File: config.mk
export PLATFORM = sky130hd
export DESIGN_NAME = wav_pcm8_mono_stream_parser
export DESIGN_NICKNAME = d
export VERILOG_FILES = /design/src/rtl/wavp_pkg.sv /design/src/rtl/wavp_cfg_regs.sv /design/src/rtl/wavp_core.sv /design/src/rtl/wavp_out_stage.sv /design/src/rtl/wav_pcm8_mono_stream_parser.sv
export SDC_FILE = /design/constraint.sdc
export NUM_CORES = 1
export LEC_CHECK = 0
export BUFFER_PORTS_ARGS = -buffer_cell sky130_fd_sc_hd__buf_2
export CAP_MARGIN = 25
export CORE_ASPECT_RATIO = 1.4
export CORE_MARGIN = 2
export CORE_UTILIZATION = 60
export CTS_CLUSTER_DIAMETER = 60
export DETAILED_ROUTE_END_ITERATION = 10
export MAX_ROUTING_LAYER = met4
export PLACE_DENSITY = 0.8
export SYNTH_ARGS = -nofsm -noshare
export SYNTH_HDL_FRONTEND = slang
export SYNTH_SLANG_ARGS = --single-unit
File: constraint.sdc
create_clock -name clk -period 8.1 [get_ports clk]
set_input_delay 0.81 -clock clk [delete_from_list [all_inputs] [get_ports clk]]
set_output_delay 0.81 -clock clk [all_outputs]
set_load 0.05 [all_outputs]
File: src/rtl/wavp_pkg.sv
`timescale 1ns / 1ps
package wavp_pkg;

  // Result kinds
  localparam logic [1:0] KIND_HEADER = 2'd0;
  localparam logic [1:0] KIND_SAMPLE = 2'd1;
  localparam logic [1:0] KIND_ERROR  = 2'd2;

  // Error codes
  localparam logic [2:0] ERR_BAD_ID = 3'd0;
  localparam logic [2:0] ERR_TRUNC  = 3'd1;
  localparam logic [2:0] ERR_SHORT  = 3'd2;
  localparam logic [2:0] ERR_NOFMT  = 3'd3;
  localparam logic [2:0] ERR_UNSUP  = 3'd4;
  localparam logic [2:0] ERR_ALIGN  = 3'd5;
  localparam logic [2:0] ERR_EMPTY  = 3'd6;

  // Register indexes on the configuration port
  localparam logic REG_DEFAULT_RATE = 1'b0;
  localparam logic REG_MAX_LENGTH   = 1'b1;

  localparam logic [15:0] DEFAULT_RATE_RESET = 16'd11025;
  localparam logic [15:0] MAX_LENGTH_RESET   = 16'd65535;

  // Four-character codes, little-endian as they arrive
  localparam logic [31:0] ID_RIFF = 32'h4646_4952;
  localparam logic [31:0] ID_WAVE = 32'h4556_4157;
  localparam logic [31:0] ID_FMT  = 32'h2074_6D66;
  localparam logic [31:0] ID_DATA = 32'h6174_6164;

  localparam logic [31:0] FMT_MIN_LEN = 32'd16;
  localparam logic [15:0] PCM_BITS    = 16'd8;

  // At most this many leading bytes of an fmt chunk are looked at; the core reads only the first 16.
  localparam int unsigned FMT_CAPTURE_BYTES = 32;

  typedef struct packed {
    logic [15:0] default_rate;
    logic [15:0] max_length;
  } wavp_cfg_t;

  typedef struct packed {
    logic [1:0]  kind;
    logic [7:0]  sample;
    logic [31:0] sample_rate;
    logic [15:0] sample_count;
    logic        last_sample;
    logic [2:0]  error_code;
  } wavp_result_t;

endpackage

File: src/rtl/wavp_cfg_regs.sv
`timescale 1ns / 1ps
module wavp_cfg_regs
  import wavp_pkg::*;
(
  input  logic        clk,
  input  logic        rst_n,
  input  logic        psel,
  input  logic        penable,
  input  logic        pwrite,
  input  logic [2:0]  paddr,
  input  logic [31:0] pwdata,
  output logic [31:0] prdata,
  output logic        pready,
  output wavp_cfg_t   cfg
);

  logic [15:0] default_rate_r;
  logic [15:0] max_length_r;
  logic        wr_en;
  logic        reg_idx;

  assign pready  = 1'b1;
  assign reg_idx = paddr[2];
  assign wr_en   = psel && penable && pwrite;

  always_ff @(posedge clk) begin
    if (!rst_n) begin
      default_rate_r <= DEFAULT_RATE_RESET;
      max_length_r   <= MAX_LENGTH_RESET;
    end else if (wr_en) begin
      unique case (reg_idx)
        REG_DEFAULT_RATE: default_rate_r <= pwdata[15:0];
        REG_MAX_LENGTH:   max_length_r   <= pwdata[15:0];
        default: ;
      endcase
    end
  end

  always_comb begin
    unique case (reg_idx)
      REG_DEFAULT_RATE: prdata = {16'd0, default_rate_r};
      REG_MAX_LENGTH:   prdata = {16'd0, max_length_r};
      default:          prdata = 32'd0;
    endcase
  end

  assign cfg.default_rate = default_rate_r;
  assign cfg.max_length   = max_length_r;

endmodule

File: src/rtl/wavp_core.sv
`timescale 1ns / 1ps
module wavp_core
  import wavp_pkg::*;
(
  input  logic         clk,
  input  logic         rst_n,
  input  logic         beat_fire,
  input  logic [7:0]   data_byte,
  input  logic         end_of_stream,
  input  wavp_cfg_t    cfg,
  output logic         res_have,
  output wavp_result_t res
);

  localparam logic [3:0] PH_RIFF = 4'd0;
  localparam logic [3:0] PH_CHDR = 4'd1;
  localparam logic [3:0] PH_FMT  = 4'd2;
  localparam logic [3:0] PH_SKIP = 4'd3;
  localparam logic [3:0] PH_PAD  = 4'd4;
  localparam logic [3:0] PH_DATA = 4'd5;
  localparam logic [3:0] PH_IDLE = 4'd6;

  logic [3:0]  phase_r,  phase_nxt;
  logic [31:0] bc_r,     bc_nxt;
  logic [31:0] cid_r,    cid_nxt;
  logic [31:0] clen_r,   clen_nxt;
  logic [15:0] tag_r,    tag_nxt;
  logic [15:0] chan_r,   chan_nxt;
  logic [31:0] rate_r,   rate_nxt;
  logic [15:0] align_r,  align_nxt;
  logic [15:0] bits_r,   bits_nxt;
  logic        fseen_r,  fseen_nxt;
  logic [15:0] left_r,   left_nxt;

  logic [31:0] bc_inc;
  logic [31:0] len_full;
  logic [31:0] clamp_len;
  logic        have;
  logic [1:0]  kind;
  logic [2:0]  err;
  logic        last;

  function automatic logic [31:0] put32(input logic [31:0] field, input logic [1:0] pos,
                                        input logic [7:0] b);
    if (pos == 2'd0) put32 = {24'd0, b};
    else             put32 = field | ({24'd0, b} << {pos, 3'b000});
  endfunction

  function automatic logic [15:0] put16(input logic [15:0] field, input logic pos,
                                        input logic [7:0] b);
    if (!pos) put16 = {8'd0, b};
    else      put16 = field | {b, 8'd0};
  endfunction

  assign bc_inc    = bc_r + 32'd1;
  // The data length is complete only once the last header byte is merged in.
  assign len_full  = put32(clen_r, 2'd3, data_byte);
  assign clamp_len = (len_full > {16'd0, cfg.max_length}) ? {16'd0, cfg.max_length} : len_full;

  always_comb begin
    phase_nxt = phase_r;
    bc_nxt    = bc_r;
    cid_nxt   = cid_r;
    clen_nxt  = clen_r;
    tag_nxt   = tag_r;
    chan_nxt  = chan_r;
    rate_nxt  = rate_r;
    align_nxt = align_r;
    bits_nxt  = bits_r;
    fseen_nxt = fseen_r;
    left_nxt  = left_r;
    have      = 1'b0;
    kind      = KIND_ERROR;
    err       = ERR_BAD_ID;
    last      = 1'b0;

    unique case (phase_r)
      PH_RIFF: begin
        if (bc_r < 32'd4)       cid_nxt  = put32(cid_r, bc_r[1:0], data_byte);
        else if (bc_r >= 32'd8) clen_nxt = put32(clen_r, bc_r[1:0], data_byte);
        if (bc_r == 32'd11) begin
          bc_nxt = 32'd0;
          if (cid_nxt != ID_RIFF || clen_nxt != ID_WAVE) begin
            have      = 1'b1;
            err       = ERR_BAD_ID;
            phase_nxt = PH_IDLE;
          end else begin
            phase_nxt = PH_CHDR;
          end
        end else begin
          bc_nxt = bc_inc;
        end
      end
      PH_CHDR: begin
        if (bc_r < 32'd4) cid_nxt  = put32(cid_r, bc_r[1:0], data_byte);
        else              clen_nxt = put32(clen_r, bc_r[1:0], data_byte);
        if (bc_r == 32'd7) begin
          bc_nxt = 32'd0;
          if (cid_r == ID_FMT) begin
            if (clen_nxt < FMT_MIN_LEN) begin
              have      = 1'b1;
              err       = ERR_SHORT;
              phase_nxt = PH_IDLE;
            end else begin
              phase_nxt = PH_FMT;
            end
          end else if (cid_r == ID_DATA) begin
            have      = 1'b1;
            phase_nxt = PH_IDLE;
            if (!fseen_r) begin
              err = ERR_NOFMT;
            end else if (tag_r != 16'd1 || chan_r != 16'd1 || bits_r != PCM_BITS) begin
              err = ERR_UNSUP;
            end else if (align_r == 16'd0) begin
              err = ERR_ALIGN;
            end else if (clamp_len == 32'd0) begin
              err = ERR_EMPTY;
            end else begin
              kind      = KIND_HEADER;
              left_nxt  = clamp_len[15:0];
              phase_nxt = PH_DATA;
            end
          end else if (clen_nxt == 32'd0) begin
            phase_nxt = PH_CHDR;
          end else begin
            phase_nxt = PH_SKIP;
          end
        end else begin
          bc_nxt = bc_inc;
        end
      end
      PH_FMT: begin
        if ((bc_r < 32'(FMT_CAPTURE_BYTES)) && (bc_r < 32'd16)) begin
          case (bc_r[3:0]) inside
            4'd0, 4'd1:             tag_nxt   = put16(tag_r, bc_r[0], data_byte);
            4'd2, 4'd3:             chan_nxt  = put16(chan_r, bc_r[0], data_byte);
            4'd4, 4'd5, 4'd6, 4'd7: rate_nxt  = put32(rate_r, bc_r[1:0], data_byte);
            4'd12, 4'd13:           align_nxt = put16(align_r, bc_r[0], data_byte);
            4'd14, 4'd15:           bits_nxt  = put16(bits_r, bc_r[0], data_byte);
            default: ;
          endcase
        end
        if (bc_inc == clen_r) begin
          fseen_nxt = 1'b1;
          bc_nxt    = 32'd0;
          phase_nxt = clen_r[0] ? PH_PAD : PH_CHDR;
        end else begin
          bc_nxt = bc_inc;
        end
      end
      PH_SKIP: begin
        if (bc_inc == clen_r) begin
          bc_nxt    = 32'd0;
          phase_nxt = clen_r[0] ? PH_PAD : PH_CHDR;
        end else begin
          bc_nxt = bc_inc;
        end
      end
      PH_PAD: begin
        bc_nxt    = 32'd0;
        phase_nxt = PH_CHDR;
      end
      PH_DATA: begin
        have = 1'b1;
        kind = KIND_SAMPLE;
        if (left_r <= 16'd1) begin
          last      = 1'b1;
          left_nxt  = 16'd0;
          phase_nxt = PH_IDLE;
        end else begin
          left_nxt = left_r - 16'd1;
        end
      end
      default: ;
    endcase

    if (end_of_stream) begin
      // An unfinished file ends in truncation unless this beat already failed.
      if (phase_nxt != PH_IDLE && !(have && kind == KIND_ERROR)) begin
        have = 1'b1;
        kind = KIND_ERROR;
        err  = ERR_TRUNC;
        last = 1'b0;
      end
      phase_nxt = PH_RIFF;
      bc_nxt    = 32'd0;
      cid_nxt   = 32'd0;
      clen_nxt  = 32'd0;
      tag_nxt   = 16'd0;
      chan_nxt  = 16'd0;
      rate_nxt  = 32'd0;
      align_nxt = 16'd0;
      bits_nxt  = 16'd0;
      fseen_nxt = 1'b0;
      left_nxt  = 16'd0;
    end
  end

  always_comb begin
    res_have         = have;
    res.kind         = kind;
    res.sample       = (kind == KIND_SAMPLE) ? data_byte : 8'd0;
    res.sample_rate  = 32'd0;
    res.sample_count = 16'd0;
    res.last_sample  = (kind == KIND_SAMPLE) ? last : 1'b0;
    res.error_code   = (kind == KIND_ERROR) ? err : 3'd0;
    if (kind == KIND_HEADER) begin
      res.sample_rate  = (rate_r != 32'd0) ? rate_r : {16'd0, cfg.default_rate};
      res.sample_count = clamp_len[15:0];
    end
  end

  always_ff @(posedge clk) begin
    if (!rst_n) begin
      phase_r <= PH_RIFF;
      bc_r    <= 32'd0;
      cid_r   <= 32'd0;
      clen_r  <= 32'd0;
      tag_r   <= 16'd0;
      chan_r  <= 16'd0;
      rate_r  <= 32'd0;
      align_r <= 16'd0;
      bits_r  <= 16'd0;
      fseen_r <= 1'b0;
      left_r  <= 16'd0;
    end else if (beat_fire) begin
      phase_r <= phase_nxt;
      bc_r    <= bc_nxt;
      cid_r   <= cid_nxt;
      clen_r  <= clen_nxt;
      tag_r   <= tag_nxt;
      chan_r  <= chan_nxt;
      rate_r  <= rate_nxt;
      align_r <= align_nxt;
      bits_r  <= bits_nxt;
      fseen_r <= fseen_nxt;
      left_r  <= left_nxt;
    end
  end

  // The last beat of a file always rearms the parser.
  assert property (@(posedge clk) disable iff (!rst_n)
    (beat_fire && end_of_stream) |=> (phase_r == PH_RIFF && bc_r == 32'd0 && !fseen_r))
    else $error("parser did not rearm after end of stream");

  // While passing samples through there is always at least one left to send.
  assert property (@(posedge clk) disable iff (!rst_n)
    (phase_r == PH_DATA) |-> (left_r != 16'd0))
    else $error("data phase with no samples left");

  // Identifier phases never run past their header length.
  assert property (@(posedge clk) disable iff (!rst_n)
    ((phase_r == PH_RIFF) |-> (bc_r < 32'd12)) and ((phase_r == PH_CHDR) |-> (bc_r < 32'd8)))
    else $error("header byte counter out of range");

  // An error result carries no sample, header or last flag.
  assert property (@(posedge clk) disable iff (!rst_n)
    (res_have && res.kind == KIND_ERROR) |->
      (res.sample == 8'd0 && res.sample_rate == 32'd0 && res.sample_count == 16'd0
       && !res.last_sample))
    else $error("error result with payload");

endmodule

File: src/rtl/wavp_out_stage.sv
`timescale 1ns / 1ps
module wavp_out_stage
  import wavp_pkg::*;
(
  input  logic         clk,
  input  logic         rst_n,
  input  logic         load,
  input  wavp_result_t res,
  input  logic         out_ready,
  output logic         out_valid,
  output logic         can_take,
  output wavp_result_t out_res
);

  logic         valid_r, valid_nxt;
  wavp_result_t res_r;

  // A new beat may enter when no result is held or the held result leaves in the same cycle.
  assign can_take = !valid_r || out_ready;

  always_comb begin
    if (load)           valid_nxt = 1'b1;
    else if (out_ready) valid_nxt = 1'b0;
    else                valid_nxt = valid_r;
  end

  always_ff @(posedge clk) begin
    if (!rst_n) valid_r <= 1'b0;
    else        valid_r <= valid_nxt;
  end

  always_ff @(posedge clk) begin
    if (load) res_r <= res;
  end

  assign out_valid = valid_r;
  assign out_res   = res_r;

endmodule

File: src/rtl/wav_pcm8_mono_stream_parser.sv
`timescale 1ns / 1ps
// Streaming WAV header parser for 8-bit mono PCM files.
// Input channel: one file byte per beat on in_data_byte, with in_end_of_stream
// set on the final byte of the file. Result channel: at most one result per
// input beat, either the header (rate and clamped sample count), one sample
// byte with out_last_sample on the final one, or an error code.
// Each result is written into the output register by the input beat that
// causes it and shows in the next cycle. Throughput: one byte per cycle while
// in_ready is high; every byte updates only small counters and captured fields
// in a single pass, and the output register is the only stage between the two channels.
// When the receiver stalls with a result held, in_ready drops until that
// result is taken; it rises again in the cycle out_ready returns.
// Reset clears the parser to the RIFF identifier phase and loads the
// registers with a default rate of 11025 and a maximum length of 65535.
// Every end-of-stream byte rearms the parser for the next file; the
// configuration registers keep their values. Write them over the APB port
// only while no beat is in flight.
module wav_pcm8_mono_stream_parser
  import wavp_pkg::*;
(
  input  logic        clk,
  input  logic        rst_n,
  input  logic        in_valid,
  output logic        in_ready,
  input  logic [7:0]  in_data_byte,
  input  logic        in_end_of_stream,
  output logic        out_valid,
  input  logic        out_ready,
  output logic [1:0]  out_kind,
  output logic [7:0]  out_sample,
  output logic [31:0] out_sample_rate,
  output logic [15:0] out_sample_count,
  output logic        out_last_sample,
  output logic [2:0]  out_error_code,
  input  logic        psel,
  input  logic        penable,
  input  logic        pwrite,
  input  logic [2:0]  paddr,
  input  logic [31:0] pwdata,
  output logic [31:0] prdata,
  output logic        pready
);

  wavp_cfg_t    cfg;
  wavp_result_t core_res;
  wavp_result_t held_res;
  logic         core_have;
  logic         can_take;
  logic         beat_fire;

  assign in_ready  = can_take;
  assign beat_fire = in_valid && can_take;

  wavp_cfg_regs u_cfg (
    .clk     (clk),
    .rst_n   (rst_n),
    .psel    (psel),
    .penable (penable),
    .pwrite  (pwrite),
    .paddr   (paddr),
    .pwdata  (pwdata),
    .prdata  (prdata),
    .pready  (pready),
    .cfg     (cfg)
  );

  wavp_core u_core (
    .clk           (clk),
    .rst_n         (rst_n),
    .beat_fire     (beat_fire),
    .data_byte     (in_data_byte),
    .end_of_stream (in_end_of_stream),
    .cfg           (cfg),
    .res_have      (core_have),
    .res           (core_res)
  );

  wavp_out_stage u_out (
    .clk       (clk),
    .rst_n     (rst_n),
    .load      (beat_fire && core_have),
    .res       (core_res),
    .out_ready (out_ready),
    .out_valid (out_valid),
    .can_take  (can_take),
    .out_res   (held_res)
  );

  assign out_kind         = held_res.kind;
  assign out_sample       = held_res.sample;
  assign out_sample_rate  = held_res.sample_rate;
  assign out_sample_count = held_res.sample_count;
  assign out_last_sample  = held_res.last_sample;
  assign out_error_code   = held_res.error_code;

endmodule
# Word-level counts from Yosys, hierarchy flattened
# Cells that the tools add are included.
classes:
  n_addsub: 2
  n_lt_le_gt_ge: 7
  n_eq_ne: 41
  shift: 1
  n_mux: 121
  bitwise: 9
  n_reduce_logical: 51
ops:
  columns: ["operator", "n"]
  rows:
  - ["$mux W32", 23]
  - ["$mux W16", 38]
  - ["$pmux W32 S2", 3]
  - ["$or A32 B32 Y32", 4]
  - ["$pmux W32 S4", 1]
  - ["$logic_not A32 Y1", 2]
  - ["$lt A32 B5 Y1 const B", 2]
  - ["$ne A32 B31 Y1 const B", 2]
  - ["$or A16 B16 Y16", 4]
  - ["$mux W4", 10]
  - ["$mux W3", 13]
  - ["$add A32 B1 Y32 const B", 1]
  - ["$eq A32 B3 Y1 const B", 1]
  - ["$eq A32 B30 Y1 const B", 1]
  - ["$eq A32 B31 Y1 const B", 1]
  - ["$eq A32 B32 Y1", 1]
  - ["$eq A32 B4 Y1 const B", 1]
  - ["$ge A32 B4 Y1 const B", 1]
  - ["$gt A32 B16 Y1", 1]
  - ["$lt A32 B3 Y1 const B", 1]
  - ["$lt A32 B6 Y1 const B", 1]
  - ["$ne A16 B1 Y1 const B", 2]
  - ["$pmux W16 S2", 1]
  - ["$reduce_bool A32 Y1", 1]
  - ["39 further kinds", 116]
totals:
  reg_bits: 308
  in_bits: 51
  output_inout_bits: 97
  elab_cells: 253

# Longest topological paths before layout
# Gate-level depths: netlist (run 1).
logic_depth:
  depth_word: 20
  ltp_mapped: 17
  mapped_depth_nobuf: 13

# Hierarchy
# A second synthesis (run 1) with hierarchy kept.
unflattened:
  hier_cells: 1869
  area_unflattened_um2: 16123.0
by_module_without_submodules:
  columns: ["mod", "n_inst", "cells_per_inst", "area_per_inst_um2", "seq_area_each_um2"]
  rows:
  - ["wavp_core", 1, 1628, 12484.5, 4264.1]
  - ["wavp_out_stage", 1, 66, 1910.6, 1881.8]
  - ["wavp_cfg_regs", 1, 173, 1715.4, 640.6]
  - ["wav_pcm8_mono_stream_parser", 1, 2, 12.5, 0.0]

# Worst setup path after synthesis (run 1)
# No wires, ideal clock.
synth_path:
  path_type: "reg-to-reg"
  start: "register u_core.bc_r[12]"
  end: "register u_out.res_r, in the netlist u_out.out_res[0] (enable)"
  setup_time_ns: 0.442
  arrival_time_ns: 5.495
  required_time_ns: 7.658
  setup_slack_ns: 2.163
  stages_incl_launch_ff: 15
  n_path_buf: 3
  period_less_slack_ns: 5.937
  path_cell_list: "dfxtp_1 > buf_6 > or4_4 > buf_6 > or4_4 > buf_6 > nor3_2 > o221ai_1 > or4b_1 > or4_1 > or4_1 > o211a_1 > o22ai_2 > o41ai_1 > a21oi_2"
synth_via:
  elab_chain_cells: 15
  elab_cells_between_ends: 43
  cone_classes: "add/sub: 1; order compare: 3; eq/ne: 7; mux: 26; reduce/logical: 6"
synth_rtl:
  columns: ["element", "line", "text"]
  rows:
  - ["start, declared", "wavp_core.sv:24", "logic [31:0] bc_r, bc_nxt;"]
  - ["start signal, assigned", "wavp_core.sv:228", "bc_r <= bc_nxt;"]
  - ["branches (longest 13 deep; another with $lt A32 B3 Y1)", null, null]
  - ["$mux W1 (*)", "wavp_core.sv:177", "if (end_of_stream) begin"]
  - ["$logic_and A1 B1 Y1 (*)", "wav_pcm8_mono_stream_parser.sv:81", ".load (beat_fire && core_have),"]
  - ["via u_out.load", "wavp_out_stage.sv:7", "input logic load,"]
  - ["end signal, assigned", "wavp_out_stage.sv:33", "if (load) res_r <= res;"]
  - ["end, declared", "wavp_out_stage.sv:16", "wavp_result_t res_r;"]
# Mark *: on every way through the listed nets, which the timed path passes. The select of a mux whose other input is x is not followed.
# A chain may end at the register's enable or synchronous reset.

# Final worst setup path (run 1)
layout_path:
  start: "register u_core.bc_r[29]"
  end: "register u_out.res_r, in the netlist u_out.out_res[59] (enable)"
# The elaborated chain is that of the path after synthesis.

==> summary.txt, run 1 <==
Outcome
  • Status: completed

Drt
  • DR WL/cell: around 23 um
  • Vias: 16200
  • Final WL: 55.1 mm
  • Final ANT Viol Nets: 0
  • Vias per inst: between 6 and 7
  • Pre-Repair DR Iteration Count: 8
  • Initial DRC count: between 1500 and 2000
  • Drt drc: 0

Yosys
  • Async SR Flop Fraction: 0
  • Syn_area_per_cell: 8.14 sq um
  • Number of synthesized flops with an enable pin: 62
  • Post-Syn Area: about 16000 sq um
  • Unique cell type count in the Yosys netlist: 83
  • Post-Syn Instances: 1999
  • Main synth FF type: dfxtp_1
  • Flops & latches, synth: between 300 and 400
  • Ys Warns: 0
  • Post-synthesis sequential area ratio: 0.417

Placed design
  • Placer Congestion: 0.997
  • PortBufs: 112
  • DP Wirelength: between 30 and 40 mm
  • DP Area: 16800 sq um

Global route
  • Total track usage: 0.387
  • Initial antenna violation count: 0
  • Largest net degree at the start of global routing: 95
  • Gr ovfl total: 0
  • Global-route wire length before repair: 83.7 mm
  • Vias in the first global route: roughly 15000

Die
  • Chip Height: 199 um
  • Chip width: 143 um
  • Cell Rows: 71
  • Die area: between 20000 and 30000 sq um
  • IO Pins: 148
  • CORE AREA: 26700 sq um
  • Initial Util: 0.608

Setup path
  • CP max stage cell: nor2_2
  • Worst-path cell chain: nor4_1, nand4_1, nor2_2, o22ai_1, or4b_1, or4_1, o311ai_1, o21ai_0, a211oi_2, o41ai_1, a21oi_4, buf_12
  • WS Path Type: reg -> reg
  • CP Launch Type: flip-flop
  • CP peak stage delay: 0.98 ns
  • Worst-path fanout max: 42
  • Critical path arrival: 6.57 ns
  • Worst EP required: approximately 8.4 ns
  • Worst Setup End Kind: flip-flop

Timing
  • Fin. max-slew vios: 0
  • Fin Setup TNS: 0 ns
  • Final setup fails: 0
  • Fmax: 159 MHz
  • Worst slew pin tran: 1.08 ns
  • Setup Skew: 0.0123 ns
  • Min cycle time layout: roughly 6.3 ns
  • Final number of hold-violating endpoints: 0
  • Final Cycle Share: 0.778
  • RSZ-0062 raised after global routing: no
  • Relative slew slack: 0.276

CTS
  • Resize count post-CTS: 0
  • CTS tree: yes
  • CTS Sinks: 308
  • CTS Buf Count: 30
  • CTS max path bufs: 3
  • Post-CTS Hold Fix Bufs: 0
  • CTS Root Cell: clkbuf_16
  • Clock Latency Late Sink: between 0.5 and 0.6 ns
  • Post-CTS Setup Bufs: 0
  • Worst-path clk slew: roughly 0.070 ns
  • H-tree levels: 1

Pwr
  • Power per Cell Area: 193 nW/um^2
  • Pleak: 6.63 nW
  • Worst VDD drop: 0.206 mV

Finish
  • Final instance area: about 18000 sq um
  • Final Core Density: 0.668
  • Nets: 2087
  • # fillers: 2257
  • P&R area growth vs syn: 9.81%
  • Layout cells sized above 1: 0.118

Job
  • Max_cap viols: 0

Worst hold path
  • Min-Delay Path Class: in -> reg
registers in the layout (all words and copies together), names as in the netlist:
register	count
u_core.bc_r	32
u_cfg.default_rate_r	16
u_core.clen_r	32
u_core.left_r	16
u_cfg.max_length_r	16
u_out.out_valid	1
u_core.align_r	16
u_core.chan_r	16
u_core.bits_r	16
u_core.rate_r	32
u_core.phase_r	4
u_core.tag_r	16
u_out.out_res	62
u_core.fseen_r	1
u_core.cid_r	32
layer usage:
layer,up-vias,global-route usage,wire length [um],share of wire
met5,-,-,0,0
met2,952,0.636,26700,0.49
met1,7721,0.453,20500,0.37
met3,227,0.0479,4400,0.080
li1,7333,-,-,-
met4,0,0.233,3420,0.062
path summary, 6_finish.rpt:
check	startpoint	to	slack, ns	cells past startpoint
max reg2reg	u_core.bc_r[29]	u_out.out_res[59]	1.80	12
max	u_core.bc_r[29]	u_out.out_res[59]	1.80	12
min	pwdata[4]	u_cfg.default_rate_r[4]	0.47	3
min reg2reg	u_core.left_r[14]	u_core.left_r[14]	0.47	2
metrics by stage:
stage	total power, mW	instances	worst slack, ns	hold WS (ns)
final	3.44	2404	1.80	0.466
after global routing	3.54	2403	1.60	0.471
after CTS	3.45	2400	1.97	0.441
after detailed placement	2.06	2344	1.97	0.462
after global placement	2.05	2341	2.06	0.451
after floorplan	1.95	2014	2.16	0.437
synth_stat cells, drive strengths merged, types with 20 or more instances:
library cell,n,share of area
nor2,306,0.071
dfxtp,246,0.30
a21oi,182,0.056
nand2,146,0.034
clkbuf,141,0.033
o21ai,80,0.025
nor4,75,0.030
nor3,64,0.020
edfxtp,62,0.11
inv,54,0.012
a22oi,50,0.023
nand3,50,0.015
a31oi,42,0.016
a32oi,39,0.021
nand4,39,0.015
xnor2,39,0.021
and2,35,0.013
buf,31,0.013
or3,24,0.0092
o211ai,23,0.011
ha,22,0.017
or4,20,0.0099
cell families after synthesis:
| group | Yosys count | synth area share |
|---|---|---|
| AOI/OAI and AO/OA | 537 | 0.215 |
| muxes | 25 | 0.0167 |
| xor gates and xnor gates | 55 | 0.0296 |
| other | 2 | 0.000462 |
| adders and majority gates | 22 | 0.0169 |
| and+or+nand+nor | 823 | 0.246 |
| buffers and inverters | 227 | 0.0581 |
| DFF | 308 | 0.417 |
where the power goes:
| part | switching, mW | internal [mW] | total [mW] |
|---|---|---|---|
| registers | 0.0356 | 1.60 | 1.63 |
| clock network | 0.621 | 0.779 | 1.40 |
| logic | 0.301 | 0.109 | 0.410 |
| total | 0.957 | 2.49 | 3.44 |
final cells by class:
type | instances | area, sq um | area share
antenna | 1 | 2.50 | 0.000140
clock buffer | 45 | 903 | 0.0506
clock inverter | 11 | 96.3 | 0.00539
inverter | 55 | 208 | 0.0116
multi-input combinational | 1479 | 8630 | 0.483
sequential | 308 | 6790 | 0.380
tap | 365 | 457 | 0.0256
timing repair buffer | 140 | 788 | 0.0441
cell usage in the layout, fill, tap and decap left out, types with 7 or more instances in the layout:
cell type / n
o21ai_0: 75
nand3_1: 50
a22oi_1: 50
ha_1: 22
nor2_1: 303
and3_1: 17
nor4_1: 72
o22a_1: 8
xnor2_1: 39
a32oi_1: 39
or3_1: 24
o221a_2: 9
and2_1: 35
o211ai_1: 23
inv_1: 53
a21o_1: 9
clkinv_2: 7
o21a_1: 7
a31oi_1: 42
nor3_1: 63
edfxtp_1: 62
or4_1: 17
nand2b_1: 11
clkbuf_16: 32
nand4_1: 39
mux2i_1: 8
dfxtp_1: 246
nand2_1: 146
clkbuf_1: 7
mux2_2: 17
o22ai_1: 12
xor2_1: 16
conb_1: 17
a211oi_1: 11
o221ai_1: 8
nor4b_1: 7
a21oi_1: 180
buf_2: 114
buf_4: 21
worst max-delay path, delay by kind of cell (launching register included):
| family | cells | cell delay [ns] |
|---|---|---|
| flops | 1 | 0.37 |
| buf+inv | 1 | 0.33 |
| simple gates | 5 | 3.30 |
| compound gates | 6 | 1.96 |
(Power assumes the default switching activity.)
==> inputs of run 2 (changes only) <==
==> constraint.sdc (replaced) <==
create_clock -name clk -period 6.3 [get_ports clk]
set_input_delay 0.63 -clock clk [delete_from_list [all_inputs] [get_ports clk]]
set_output_delay 0.63 -clock clk [all_outputs]
set_load 0.05 [all_outputs]
==> summary.txt, run 2 (synthesis results as in run 1) <==
Die
  • Initial Util: 0.608 (unchanged)
  • IO Pins: 148 (unchanged)
  • Cell Rows: 71 (unchanged)
  • Chip width: 143 um (unchanged)
  • CORE AREA: 26700 sq um (unchanged)
  • Die area: 28500 sq um (unchanged)
  • Chip Height: 199 um (unchanged)

CTS
  • CTS Buf Count: 30 (unchanged)
  • CTS Root Cell: clkbuf_16 (unchanged)
  • H-tree levels: 1 (unchanged)
  • Post-CTS Hold Fix Bufs: 0 (unchanged)
  • Post-CTS Setup Bufs: 0 (unchanged)
  • CTS tree: yes (unchanged)
  • Worst-path clk slew: 0.07 ns (about the same)
  • CTS Sinks: 308 (unchanged)
  • Resize count post-CTS: 0 (unchanged)
  • CTS max path bufs: 3 (unchanged)
  • Clock Latency Late Sink: 0.60 ns (was 0.59 ns)

Setup path
  • Critical R2R Launch: u_core.bc_r[1] (was u_core.bc_r[29])
  • Reg-to-reg slack, setup: 0.64 ns (was 1.80 ns)
  • Worst Reg-to-Reg Cells: 12 (unchanged)
  • WS Path Type: reg -> reg (unchanged)
  • CP peak stage delay: 0.82 ns (was 0.98 ns)
  • Critical path arrival: 6.18 ns (was 6.57 ns)
  • CP Launch Type: flip-flop (unchanged)
  • RR Endpoint: u_core.bc_r[15] (was u_out.out_res[59])
  • Worst Setup End Kind: flip-flop (unchanged)
  • Most common cell on crit path: o21ai_0
  • Crit path from: u_core.bc_r[1] (was u_core.bc_r[29])
  • Worst-path fanout max: 30 (was 42)
  • Worst-path cell chain: ha_1, nand3_1, nor4_1, and2_1, o21ai_0, o221a_2, nand4b_1, and4b_1, a21oi_1, nand2_1, or3_1, o21ai_0 (was nor4_1, nand4_1, nor2_2, o22ai_1, or4b_1, or4_1, o311ai_1, o21ai_0, a211oi_2, o41ai_1, a21oi_4, buf_12)
  • CP max stage cell: nor4_1 (was nor2_2)
  • Worst EP required: 6.82 ns (was 8.37 ns)

Drt
  • Final WL: 54.8 mm (was 55.1 mm)
  • Pre-Repair DR Iteration Count: 9 (was 8)
  • Vias: 16100 (was 16200)
  • Initial DRC count: 1544 (was 1518)
  • Final ANT Viol Nets: 0 (unchanged)
  • Vias per inst: 6.69 (was 6.75)
  • Drt drc: 0 (unchanged)
  • DR WL/cell: 22.7 um (was 22.9 um)

Finish
  • Commonest non-fill, non-tap cell in the layout: nor2_1 (unchanged)
  • Diode count: 0 (was 1)
  • P&R area growth vs syn: 10.4% (was 9.81%)
  • Max FFs per register: 62 (unchanged)
  • Fin cells: 2412 (was 2404)
  • Final Core Density: 0.672 (was 0.668)
  • Nets: 2096 (was 2087)
  • Most frequent cells in the layout: nor2_1, dfxtp_1, a21oi_1, nand2_1, buf_2 (unchanged)
  • Layout cells sized above 1: 0.123 (was 0.118)

Timing
  • Final Cycle Share: 0.899 (was 0.778)
  • Worst slew pin tran: 1.24 ns (was 1.08 ns)
  • Final setup fails: 0 (unchanged)
  • Fin Setup TNS: 0 ns (unchanged)
  • Setup Skew: 0.0163 ns (was 0.0123 ns)
  • Fmax: 177 MHz (was 159 MHz)
  • Final number of hold-violating endpoints: 0 (unchanged)
  • Relative slew slack: 0.167 (was 0.276)
  • RSZ-0062 raised after global routing: no (unchanged)
  • Min cycle time layout: 5.66 ns (was 6.30 ns)
  • Fin. max-slew vios: 0 (unchanged)

Worst hold path
  • Min-Delay Path Class: in -> reg (unchanged)
  • Worst min-delay path startpoint: pwdata[8] (was pwdata[4])
  • Hold depth: 3 (unchanged)
  • Hold endpoint: u_cfg.default_rate_r[8] (was u_cfg.default_rate_r[4])

Global route
  • Largest net degree at the start of global routing: 97 (was 95)
  • Vias in the first global route: 15100 (was 15200)
  • Initial antenna violation count: 0 (unchanged)
  • Total track usage: 0.387 (about the same)
  • Global-route wire length before repair: 83.8 mm (was 83.7 mm)
  • Gr ovfl total: 0 (unchanged)

Pwr
  • Power per Cell Area: 251 nW/um^2 (was 193 nW/um^2)
  • Total Power: 4.50 mW (was 3.44 mW)
  • Worst VDD drop: 0.282 mV (was 0.206 mV)
  • Pleak: 6.70 nW (was 6.63 nW)

Placed design
  • Dpl cells: 2354 (was 2344)
  • DP Wirelength: 37.8 mm (was 37.7 mm)
  • Placer Congestion: 1.03 (was 0.997)
  • PortBufs: 112 (unchanged)

Job
  • Max_cap viols: 0 (unchanged)

Outcome
  • Status: completed (unchanged)
[run 2: cell types whose count changed in the layout (fill, tap and decap cells not counted), moves of 2 or more]
cell	previous run	this run
buf_4	21	33
buf_8	2	0
clkbuf_1	7	4
clkbuf_8	5	7
inv_6	0	2
[run 2: worst max path at each step]
stage / to / slack (ns) / depth (start not counted)
floorplan: u_out.out_res[0] / 0.36 / 14
global placement: u_out.out_res[17] / 0.91 / 13
detailed placement: u_out.out_res[15] / 0.80 / 13
CTS: u_out.out_res[5] / 0.79 / 13
global route: u_core.bc_r[17] / 0.42 / 12
finish: u_core.bc_r[15] / 0.64 / 12
[run 2: layout make-up]
type / instances / area (sq um)
well taps: 365 / 457
clock inverters: 13 / 138
inverters: 55 / 208
multi-input cells: 1479 / 8630
flip-flops and latches: 308 / 6790
fillers: 2221 / 8780
repair buffers: 149 / 851
clock buffers: 43 / 895
[run 2: power breakdown]
part	internal [mW]	switching (mW)	total [mW]
clock network	1.04	0.830	1.87
logic	0.141	0.392	0.533
registers	2.05	0.0416	2.10
total	3.24	1.26	4.50
[run 2: metrics by stage]
stage	hold slack [ns]	area [sq um]	setup slack, ns
2_1_floorplan	0.437	16300	0.363
3_3_place_gp	0.448	16900	0.911
3_5_place_dp	0.461	16900	0.801
4_1_cts	0.266	17900	0.791
5_1_grt	0.283	18000	0.422
6_report	0.287	18000	0.639
[run 2: metal layers]
metal / share of wire / wire length (um) / GRT usage / up-vias
met5: 0 / 0 / - / -
met4: 0.069 / 3780 / 0.243 / 0
met3: 0.080 / 4400 / 0.0563 / 258
met2: 0.47 / 26000 / 0.626 / 879
met1: 0.38 / 20600 / 0.452 / 7643
li1: - / - / - / 7359
[run 2: critical path, delay by kind of cell (launching register included)]
family	cells	cell delay, ns
AND/OR/NAND/NOR	7	3.12
AO/OA/AOI/OAI	4	1.07
flip-flops	1	0.79
adder cells (fa/ha/maj)	1	0.59
